$ cat src/rtl/rhss_pkg.sv
// Shared types and constants for the rolling-hash substring search unit.
package rhss_pkg;

  localparam int DIG_W   = 4;
  localparam int NDIG_W  = 4;
  localparam int XW      = 36;
  localparam int NDIG_MAX = XW / DIG_W;

  localparam logic [NDIG_W-1:0] ND_BYTE = NDIG_W'(2);
  localparam logic [NDIG_W-1:0] ND_HALF = NDIG_W'(4);
  localparam logic [NDIG_W-1:0] ND_PROD = NDIG_W'(8);
  localparam logic [NDIG_W-1:0] ND_FULL = NDIG_W'(9);

  localparam logic OP_PATTERN = 1'b0;
  localparam logic OP_TEXT    = 1'b1;

  localparam logic [1:0] REG_MODULUS     = 2'd0;
  localparam logic [1:0] REG_RADIX       = 2'd1;
  localparam logic [1:0] REG_HIGH_WEIGHT = 2'd2;
  localparam logic [1:0] REG_PATTERN_LEN = 2'd3;

  localparam logic [7:0] CHAR_BASE = 8'd48;

  typedef struct packed {
    logic              start;
    logic [NDIG_W-1:0] ndig;
    logic [XW-1:0]     x;
  } mod_req_t;

  typedef struct packed {
    logic        done;
    logic [15:0] rem;
  } mod_rsp_t;

  typedef struct packed {
    logic win_shift;
    logic pat_shift;
  } cell_ctl_t;

endpackage

$ cat src/rtl/rolling_hash_substring_search_unit.sv
// Top level: rolling-hash substring search with a chain of byte cells and a shared reducer.
// Pattern bytes are loaded first (tuser 0), then text bytes (tuser 1, tlast on the final one).
// A text word does more work once the window is full, as the outgoing byte is taken out of
// the hash; every hash step goes through one shared reducer that retires four bits of a value
// per cycle and is busy until done. The first word after reset or after any register write
// also waits while the radix, high weight and both stored hashes are reduced by the current
// modulus. A single result word is given per search, at the first match or at the last text
// word; the block keeps taking words while that result waits in its output register, until
// another result is due.
module rolling_hash_substring_search_unit #(
  parameter int MAX_PATTERN = 16,
  parameter int MAX_TEXT    = 65536
) (
  input  logic        clk,
  input  logic        rst,
  input  logic        psel,
  input  logic        penable,
  input  logic        pwrite,
  input  logic [3:0]  paddr,
  input  logic [31:0] pwdata,
  output logic [31:0] prdata,
  output logic        pready,
  input  logic        s_tvalid,
  output logic        s_tready,
  input  logic [7:0]  s_tdata,   // [7:0] byte_value
  input  logic        s_tuser,   // opcode
  input  logic        s_tlast,
  output logic        m_tvalid,
  input  logic        m_tready,
  output logic [23:0] m_tdata    // [0] found, [16:1] position, [17] overflow, rest zero
);
  import rhss_pkg::*;

  localparam int LEN_W = $clog2(MAX_PATTERN + 1);
  localparam int IDX_W = (MAX_PATTERN > 1) ? $clog2(MAX_PATTERN) : 1;
  localparam int CNT_W = $clog2(MAX_TEXT + 1);

  localparam logic [1:0] PREP_RADIX = 2'd0;
  localparam logic [1:0] PREP_HW    = 2'd1;
  localparam logic [1:0] PREP_PH    = 2'd2;
  localparam logic [1:0] PREP_WH    = 2'd3;

  typedef enum logic [9:0] {
    S_IDLE = 10'b0000000001,
    S_PREP = 10'b0000000010,
    S_DISP = 10'b0000000100,
    S_CHAR = 10'b0000001000,
    S_OLD  = 10'b0000010000,
    S_SMUL = 10'b0000100000,
    S_SMOD = 10'b0001000000,
    S_MUL  = 10'b0010000000,
    S_MOD  = 10'b0100000000,
    S_FIN  = 10'b1000000000
  } state_t;

  state_t state, state_next;

  logic [15:0]      modulus, radix, high_weight;
  logic [4:0]       pattern_length;
  logic             stale;
  logic [1:0]       prep_idx;
  logic             issued;
  logic             op_q, last_q, ovf_q;
  logic [7:0]       byte_q;
  logic [15:0]      r_red, hw_red, ph_raw, ph_red, wh_raw, wh_red;
  logic [15:0]      c, oc, base;
  logic [31:0]      prod;
  logic [CNT_W-1:0] count;
  logic [LEN_W-1:0] fill;
  logic             search_done;
  logic             out_valid;
  logic             out_found, out_ovf;
  logic [15:0]      out_pos;

  logic [15:0]      m_eff;
  logic [LEN_W-1:0] len, len_m1;
  logic             cfg_wr;
  logic             mod_state;
  mod_req_t         mreq;
  mod_rsp_t         mres;
  cell_ctl_t        cctl;
  logic [7:0]       win [MAX_PATTERN];
  logic [7:0]       pat [MAX_PATTERN];
  logic [MAX_PATTERN-1:0] eq, mask;
  logic [7:0]       old_byte;
  logic             win_full, text_ovf, chain_ok, hit, emit, slot_free;
  logic [31:0]      start_pos;
  logic [15:0]      res_fixed, t_sub;
  logic [16:0]      t_wide;

  function automatic logic [7:0] char_mag(input logic [7:0] b);
    char_mag = (b >= CHAR_BASE) ? (b - CHAR_BASE) : (CHAR_BASE - b);
  endfunction

  // --- configuration ---
  assign pready = 1'b1;
  assign cfg_wr = psel & penable & pwrite & pready;

  always_comb begin
    case (paddr[3:2])
      REG_MODULUS:     prdata = 32'(modulus);
      REG_RADIX:       prdata = 32'(radix);
      REG_HIGH_WEIGHT: prdata = 32'(high_weight);
      REG_PATTERN_LEN: prdata = 32'(pattern_length);
      default:         prdata = '0;
    endcase
  end

  assign m_eff = (modulus < 16'd2) ? 16'd1 : modulus;

  always_comb begin
    if (pattern_length == 5'd0) begin
      len = LEN_W'(1);
    end else if (32'(pattern_length) > MAX_PATTERN) begin
      len = LEN_W'(MAX_PATTERN);
    end else begin
      len = LEN_W'(pattern_length);
    end
  end
  assign len_m1 = len - LEN_W'(1);

  // --- cell chain ---
  assign cctl.win_shift = (state == S_MOD) && mres.done && (op_q == OP_TEXT);
  assign cctl.pat_shift = (state == S_MOD) && mres.done && (op_q == OP_PATTERN);

  for (genvar i = 0; i < MAX_PATTERN; i++) begin : g_cell
    if (i == 0) begin : g_head
      rhss_cell u_cell (
        .clk    (clk),
        .ctl    (cctl),
        .win_in (byte_q),
        .pat_in (byte_q),
        .win    (win[i]),
        .pat    (pat[i]),
        .eq     (eq[i])
      );
    end else begin : g_body
      rhss_cell u_cell (
        .clk    (clk),
        .ctl    (cctl),
        .win_in (win[i-1]),
        .pat_in (pat[i-1]),
        .win    (win[i]),
        .pat    (pat[i]),
        .eq     (eq[i])
      );
    end
    assign mask[i] = (i < int'(len));
  end

  assign old_byte = win[len_m1[IDX_W-1:0]];
  assign chain_ok = &(eq | ~mask);

  // --- shared reducer ---
  assign mod_state = (state == S_PREP) || (state == S_CHAR) || (state == S_OLD) ||
                     (state == S_SMOD) || (state == S_MOD);

  always_comb begin
    mreq.start = mod_state && !issued;
    mreq.ndig  = ND_FULL;
    mreq.x     = '0;
    case (state)
      S_PREP: begin
        mreq.ndig = ND_HALF;
        case (prep_idx)
          PREP_RADIX: mreq.x = XW'(radix);
          PREP_HW:    mreq.x = XW'(high_weight);
          PREP_PH:    mreq.x = XW'(ph_raw);
          PREP_WH:    mreq.x = XW'(wh_raw);
          default:    mreq.x = '0;
        endcase
      end
      S_CHAR: begin
        mreq.ndig = ND_BYTE;
        mreq.x    = XW'(char_mag(byte_q));
      end
      S_OLD: begin
        mreq.ndig = ND_BYTE;
        mreq.x    = XW'(char_mag(old_byte));
      end
      S_SMOD: begin
        mreq.ndig = ND_PROD;
        mreq.x    = XW'(prod);
      end
      S_MOD: begin
        mreq.ndig = ND_FULL;
        mreq.x    = XW'(prod) + XW'(c);
      end
      default: begin
        mreq.ndig = ND_FULL;
        mreq.x    = '0;
      end
    endcase
  end

  rhss_modred u_modred (
    .clk (clk),
    .rst (rst),
    .req (mreq),
    .m   (m_eff),
    .rsp (mres)
  );

  // negative character values wrap to m - r
  always_comb begin
    logic [7:0] b;
    b = (state == S_OLD) ? old_byte : byte_q;
    if ((b < CHAR_BASE) && (mres.rem != 16'd0)) begin
      res_fixed = m_eff - mres.rem;
    end else begin
      res_fixed = mres.rem;
    end
  end

  assign t_wide = (wh_red >= mres.rem) ? {1'b0, wh_red - mres.rem}
                                       : ({1'b0, wh_red} + {1'b0, m_eff} - {1'b0, mres.rem});
  assign t_sub  = t_wide[15:0];

  // --- result decision ---
  assign win_full  = 32'(count) >= 32'(len);
  assign text_ovf  = 32'(count) >= MAX_TEXT;
  assign start_pos = 32'(count) - 32'(len);
  assign hit       = !ovf_q && win_full && (fill == len) && (ph_red == wh_red) && chain_ok;
  assign emit      = ovf_q ? last_q : (hit || last_q);
  assign slot_free = !out_valid || m_tready;

  always_comb begin
    state_next = state;
    case (state)
      S_IDLE: if (s_tvalid) state_next = stale ? S_PREP : S_DISP;
      S_PREP: if (mres.done && (prep_idx == PREP_WH)) state_next = S_DISP;
      S_DISP: begin
        if (op_q == OP_PATTERN) begin
          state_next = S_CHAR;
        end else if (search_done) begin
          state_next = S_IDLE;
        end else if (text_ovf) begin
          state_next = last_q ? S_FIN : S_IDLE;
        end else begin
          state_next = S_CHAR;
        end
      end
      S_CHAR: if (mres.done) state_next = ((op_q == OP_TEXT) && win_full) ? S_OLD : S_MUL;
      S_OLD:  if (mres.done) state_next = S_SMUL;
      S_SMUL: state_next = S_SMOD;
      S_SMOD: if (mres.done) state_next = S_MUL;
      S_MUL:  state_next = S_MOD;
      S_MOD:  if (mres.done) state_next = (op_q == OP_TEXT) ? S_FIN : S_IDLE;
      S_FIN:  if (!emit || slot_free) state_next = S_IDLE;
      default: state_next = S_IDLE;
    endcase
  end

  assign s_tready = (state == S_IDLE);

  always_ff @(posedge clk) begin
    if (rst) begin
      state          <= S_IDLE;
      modulus        <= 16'd19;
      radix          <= 16'd10;
      high_weight    <= 16'd0;
      pattern_length <= 5'd1;
      stale          <= 1'b1;
      prep_idx       <= PREP_RADIX;
      issued         <= 1'b0;
      ph_raw         <= '0;
      ph_red         <= '0;
      wh_raw         <= '0;
      wh_red         <= '0;
      count          <= '0;
      fill           <= '0;
      search_done    <= 1'b0;
      out_valid      <= 1'b0;
    end else begin
      state <= state_next;

      if (out_valid && m_tready) begin
        out_valid <= 1'b0;
      end

      if (mod_state) begin
        if (!issued) begin
          issued <= 1'b1;
        end else if (mres.done) begin
          issued <= 1'b0;
        end
      end

      case (state)
        S_IDLE: begin
          if (s_tvalid) begin
            op_q     <= s_tuser;
            byte_q   <= s_tdata;
            last_q   <= s_tlast;
            prep_idx <= PREP_RADIX;
          end
        end
        S_PREP: begin
          if (mres.done) begin
            case (prep_idx)
              PREP_RADIX: r_red  <= mres.rem;
              PREP_HW:    hw_red <= mres.rem;
              PREP_PH:    ph_red <= mres.rem;
              PREP_WH:    wh_red <= mres.rem;
              default:    r_red  <= mres.rem;
            endcase
            prep_idx <= prep_idx + 2'd1;
            if (prep_idx == PREP_WH) begin
              stale <= 1'b0;
            end
          end
        end
        S_DISP: begin
          ovf_q <= text_ovf;
          if (op_q == OP_PATTERN) begin
            if (fill >= len) begin
              fill   <= '0;
              ph_raw <= '0;
              ph_red <= '0;
            end
            count       <= '0;
            wh_raw      <= '0;
            wh_red      <= '0;
            search_done <= 1'b0;
          end else if ((search_done || text_ovf) && last_q && !(text_ovf && !search_done)) begin
            count       <= '0;
            wh_raw      <= '0;
            wh_red      <= '0;
            search_done <= 1'b0;
          end
        end
        S_CHAR: begin
          if (mres.done) begin
            c    <= res_fixed;
            base <= (op_q == OP_PATTERN) ? ph_red : wh_red;
          end
        end
        S_OLD: begin
          if (mres.done) begin
            oc <= res_fixed;
          end
        end
        S_SMUL: prod <= 32'(oc) * 32'(hw_red);
        S_SMOD: begin
          if (mres.done) begin
            base <= t_sub;
          end
        end
        S_MUL: prod <= 32'(r_red) * 32'(base);
        S_MOD: begin
          if (mres.done) begin
            if (op_q == OP_TEXT) begin
              wh_raw <= mres.rem;
              wh_red <= mres.rem;
              count  <= count + CNT_W'(1);
            end else begin
              ph_raw <= mres.rem;
              ph_red <= mres.rem;
              fill   <= fill + LEN_W'(1);
            end
          end
        end
        S_FIN: begin
          if (!emit || slot_free) begin
            if (emit) begin
              out_valid <= 1'b1;
              out_found <= hit;
              out_pos   <= hit ? start_pos[15:0] : 16'd0;
              out_ovf   <= ovf_q;
            end
            if (hit) begin
              search_done <= 1'b1;
            end
            if (last_q) begin
              count       <= '0;
              wh_raw      <= '0;
              wh_red      <= '0;
              search_done <= 1'b0;
            end
          end
        end
        default: ;
      endcase

      if (cfg_wr) begin
        stale <= 1'b1;
        case (paddr[3:2])
          REG_MODULUS:     modulus        <= pwdata[15:0];
          REG_RADIX:       radix          <= pwdata[15:0];
          REG_HIGH_WEIGHT: high_weight    <= pwdata[15:0];
          REG_PATTERN_LEN: pattern_length <= pwdata[4:0];
          default:         modulus        <= modulus;
        endcase
      end
    end
  end

  assign m_tvalid = out_valid;
  assign m_tdata  = {6'd0, out_ovf, out_pos, out_found};

endmodule

$ cat src/rtl/rhss_cell.sv
// One cell of the window/pattern chain: a text byte, a pattern byte and their compare.
module rhss_cell (
  input  logic              clk,
  input  rhss_pkg::cell_ctl_t ctl,
  input  logic [7:0]        win_in,
  input  logic [7:0]        pat_in,
  output logic [7:0]        win,
  output logic [7:0]        pat,
  output logic              eq
);
  import rhss_pkg::*;

  always_ff @(posedge clk) begin
    if (ctl.win_shift) begin
      win <= win_in;
    end
    if (ctl.pat_shift) begin
      pat <= pat_in;
    end
  end

  assign eq = (win == pat);

endmodule

$ cat src/rtl/rhss_modred.sv
// Iterative reduction of a wide value by the modulus, four bits per cycle.
module rhss_modred (
  input  logic              clk,
  input  logic              rst,
  input  rhss_pkg::mod_req_t req,
  input  logic [15:0]       m,
  output rhss_pkg::mod_rsp_t rsp
);
  import rhss_pkg::*;

  logic [XW-1:0]     acc;
  logic [15:0]       rem;
  logic [NDIG_W-1:0] cnt;
  logic              busy;
  logic              done;
  logic [15:0]       rem_step;
  logic [5:0]        shamt;

  assign shamt = 6'({(NDIG_W'(NDIG_MAX) - req.ndig), 2'b00});

  always_comb begin
    logic [15:0] r;
    logic [16:0] t17;
    r   = rem;
    t17 = '0;
    for (int i = 0; i < DIG_W; i++) begin
      t17 = {r, acc[XW-1-i]};
      if (t17 >= {1'b0, m}) begin
        t17 = t17 - {1'b0, m};
      end
      r = t17[15:0];
    end
    rem_step = r;
  end

  always_ff @(posedge clk) begin
    if (rst) begin
      busy <= 1'b0;
      done <= 1'b0;
    end else begin
      done <= 1'b0;
      if (req.start) begin
        busy <= 1'b1;
        cnt  <= req.ndig;
        rem  <= '0;
        acc  <= req.x << shamt;
      end else if (busy) begin
        rem <= rem_step;
        acc <= acc << DIG_W;
        cnt <= cnt - NDIG_W'(1);
        if (cnt == NDIG_W'(1)) begin
          busy <= 1'b0;
          done <= 1'b1;
        end
      end
    end
  end

  assign rsp.done = done;
  assign rsp.rem  = rem;

endmodule

$ cat config.mk
export PLATFORM = sky130hd
export DESIGN_NAME = rolling_hash_substring_search_unit
export DESIGN_NICKNAME = d
export VERILOG_FILES = /design/src/rtl/rhss_pkg.sv /design/src/rtl/rolling_hash_substring_search_unit.sv /design/src/rtl/rhss_cell.sv /design/src/rtl/rhss_modred.sv
export SDC_FILE = /design/constraint.sdc
export NUM_CORES = 2
export LEC_CHECK = 0
export BUFFER_PORTS_ARGS = -buffer_cell sky130_fd_sc_hd__buf_2
export CAP_MARGIN = 20
export CORE_MARGIN = 2
export CORE_UTILIZATION = 40
export DETAILED_ROUTE_END_ITERATION = 10
export GPL_ROUTABILITY_DRIVEN = 1
export REMOVE_ABC_BUFFERS = 1
export SLEW_MARGIN = 25
export SYNTH_ARGS = -nofsm -noshare
export SYNTH_HDL_FRONTEND = slang
export SYNTH_SLANG_ARGS = --single-unit
$ cat constraint.sdc
create_clock -name clk -period 12.06 [get_ports clk]
set_clock_uncertainty 0.15 [all_clocks]
set_input_delay 1.809 -clock clk [delete_from_list [all_inputs] [get_ports clk]]
set_output_delay 1.809 -clock clk [all_outputs]
set_load 0.01 [all_outputs]
==> flow_metrics.env <==
export IMPL_status="completed"
export IMPL_grt_max_degree=82
export IMPL_power_density_nw_per_um2=252.6
export IMPL_postLayoutCellArea_sq_um=54920
export IMPL_cpPeakStageDelay_ns=0.48
export IMPL_setup_tns_ns=0
export IMPL_drc=0
export IMPL_fin_nets=5978
export IMPL_vdd_drop_max_uv=1422
export IMPL_synth_cells=5150
export IMPL_post_cts_buffers=0
export IMPL_r2r_slack_ns=1.0
export IMPL_die_w_microns=359.4
export IMPL_yosysUniqueCellTypes=95
export IMPL_firstDrtPassIters=8
export IMPL_final_min_clock_period_ns=11.06
export IMPL_cts_htree_levels=3
export IMPL_gp_congestion=0.9336
export IMPL_cts_hold_fix_buffers=0
export IMPL_drive_above_1_share_pct=7.205
export IMPL_syn_area_sq_um=50510
export IMPL_cts_sinks=610
export IMPL_tritoncts="done"
export IMPL_worstSetupPathType="flip-flop to flip-flop"
export IMPL_arrival_ns=11.33
export IMPL_tightest_slew_ns=1.185
export IMPL_dpl_hpwl_microns=113200
export IMPL_cts_resized=0
export IMPL_worst_path_max_fanout=12
export IMPL_overflow=0
export IMPL_cp_slowest_cell="a41o_1"
export IMPL_cp_start_kind="flip-flop"
export IMPL_relSlewSlack_pct=20.15
export IMPL_num_vias=37860
export IMPL_core_sq_um=125400
export IMPL_track_usage_pct=22.99
export IMPL_io_pins=112
export IMPL_dpl_worst_slack_ns=1.114
export IMPL_synth_flop_cell="edfxtp_1"
export IMPL_worst_hold_path_type="flip-flop to flip-flop"
export IMPL_synth_async_sr_flop_share_pct=0
export IMPL_hold_path_cell_count=2
export IMPL_rows=130
export IMPL_vias_per_cell=5.519
export IMPL_fp_dieH_microns=359.4
export IMPL_cts_root_buffer="clkbuf_16"
export IMPL_leakage_nw=22.90
export IMPL_grt_pass1_vias=37480
export IMPL_synth_area_per_cell_sq_um=9.808
export IMPL_ys_seq_area_share_pct=33.15
export IMPL_cap_violations=0
export IMPL_clkLatencyLatePin_ns=0.64
export IMPL_ys_ff_latch=610
export IMPL_clock_fmax_mhz=90.40
export IMPL_setup_viol=0
export IMPL_crit_path_end_kind="flip-flop"
export IMPL_rsz0062_at_grt="no"
export IMPL_timing_final_crit_share_pct=91.72
export IMPL_antenna_found_initial=10
export IMPL_yosysWarnings=0
export IMPL_synth_enable_flop_cells=453
export IMPL_drtIter0Drc=3419
export IMPL_wire_per_inst_microns=21.79
export IMPL_r2r_cells=43
export IMPL_cts_buffers=66
export IMPL_crit_required_ns=12.33
export IMPL_dieArea_sq_um=129100
export IMPL_synthToLayoutAreaGrowth_pct=8.722
export IMPL_dpl_cell_area_sq_um=52670
export IMPL_maxSlewViolCount=0
export IMPL_finalWorstSetupSlack_ns=0.9986
export IMPL_ant_nets=0
export IMPL_clk_pin_slew_ns=0.07
export IMPL_hold_viol_final=0
export IMPL_grt_pass1_wl_microns=228000
export IMPL_wl_microns=149500
export IMPL_portBuffers=70
export IMPL_start_util_pct=40.28
export IMPL_power_mw=13.87
export IMPL_clock_path_buffers=3
export IMPL_hold_ws_ns=0.3022
## Yosys cell counts (8+ instances only)
cell        n  area share [%]
o21a_1     24            0.36
nand2b_1   37            0.46
nor3b_1    12            0.18
buf_6      10            0.22
o31ai_1    33            0.49
nor2_1    223             1.7
a21o_1     62            0.92
xnor2_1   149             2.6
o41ai_1     8            0.14
inv_1     588             4.4
a211o_1    11            0.19
clkbuf_1  195             1.4
nor2b_1    36            0.45
a21boi_0   15            0.22
buf_4      28            0.42
xor2_1    168             2.9
nand2_1   730             5.4
mux2_2     20            0.45
or3_1      28            0.35
nor3_1     74            0.73
dfxtp_1   157             6.2
or2_2      12            0.15
nor4_1     44            0.54
nand4_1    59            0.73
o21bai_1   18            0.27
o21ai_0   198             2.0
o211ai_1   24            0.36
edfxtp_1  453              27
a31oi_1    19            0.24
mux4_2     30             1.3
and3_1     23            0.28
a21oi_1   293             2.9
ha_1      361             8.9
a22oi_1    30            0.45
and2_1    182             2.3
mux2i_1    54             1.1
fa_1      411              16
a211oi_1   23            0.34
nand3_1   111             1.1
buf_1      10           0.074
a222oi_1   18            0.36
## layout make-up
cell class | instances | area, sq um
timing repair buffer | 164 | 1071
multi-input combinational | 3721 | 30580
tap | 1650 | 2064
sequential | 610 | 16750
inverter | 590 | 2215
clock buffer | 83 | 1775
clock inverter | 37 | 456.7
antenna | 5 | 12.51
fill | 12060 | 70490
## cell usage in the layout, fill, tap and decap left out, types with 33 or more instances in the layout
cell type,count
a21oi_1,292
nor2_1,219
nor3_1,73
buf_4,94
o31ai_1,33
nand4_1,59
a21o_1,62
clkbuf_16,66
and2_1,182
dfxtp_1,157
xor2_1,168
inv_1,588
fa_1,411
nand2_1,730
o21ai_0,194
buf_2,69
ha_1,361
nand3_1,111
nor4_1,44
edfxtp_1,453
mux2i_1,54
nor2b_1,35
nand2b_1,36
xnor2_1,149
## critical path: cells and delay by family, from the launching register on
kind	cells	cell delay (ns)
multiplexers	3	0.97
AND/OR/NAND/NOR	9	1.72
flip-flops	1	0.43
buffers and inverters	3	0.50
AO/OA/AOI/OAI	24	5.72
adder cells (fa/ha/maj)	4	1.33
## per-stage QoR
| step | std cells | util (%) |
|---|---|---|
| floorplan | 4921 | - |
| detailed placement | 6735 | 42.00 |
| global route | 6857 | 43.78 |
| CTS | 6855 | 43.78 |
| global placement | 6735 | 42.00 |
| finish | 6860 | 43.79 |
## registers in the layout (all words and copies together), names as in the netlist, 17 cells and up
name,flops
g_cell.g_body.u_cell.win,120
count,17
u_modred.acc,36
g_cell.g_body.u_cell.pat,120
prod,32
## path summary, 6_finish.rpt
path,startpoint,end
hold reg to reg,wh_raw[5],wh_raw[5]
hold / removal,wh_raw[5],wh_raw[5]
setup reg to reg,modulus[3],u_modred.rem[5]
setup / recovery,modulus[3],u_modred.rem[5]
## logic make-up (layout without fill, tap and decap cells)
logic type	after synthesis	after routing	share of synthesized area (%)
flops	610	610	33.15
buf+inv	840	874	6.651
xor+xnor	317	317	5.497
simple gates	1619	1619	15.16
mux	111	111	3.218
fa+ha+maj	773	773	25.25
compound gates	878	878	11.05
other cells	2	28	0.01487
## report_power, final
group          switching [mW]  internal [mW]  total, mW  leakage (nW)
clock                   0.904           1.21       2.12          1.09
sequential             0.0631           2.64       2.70          5.39
combinational            5.25           3.80       9.05          16.4
## per-layer routing
layer / up-vias / GRT usage (%) / share of wire, % / wire length (microns)
met5: - / 0 / 0.027 / 40
met2: 1303 / 36.30 / 46 / 68510
met3: 267 / 4.002 / 7.2 / 10720
met4: 6 / 9.250 / 4.2 / 6337
met1: 18720 / 31.31 / 43 / 63860
li1: 17560 / - / - / -
Note: power is estimated with default switching activity, not from simulation.
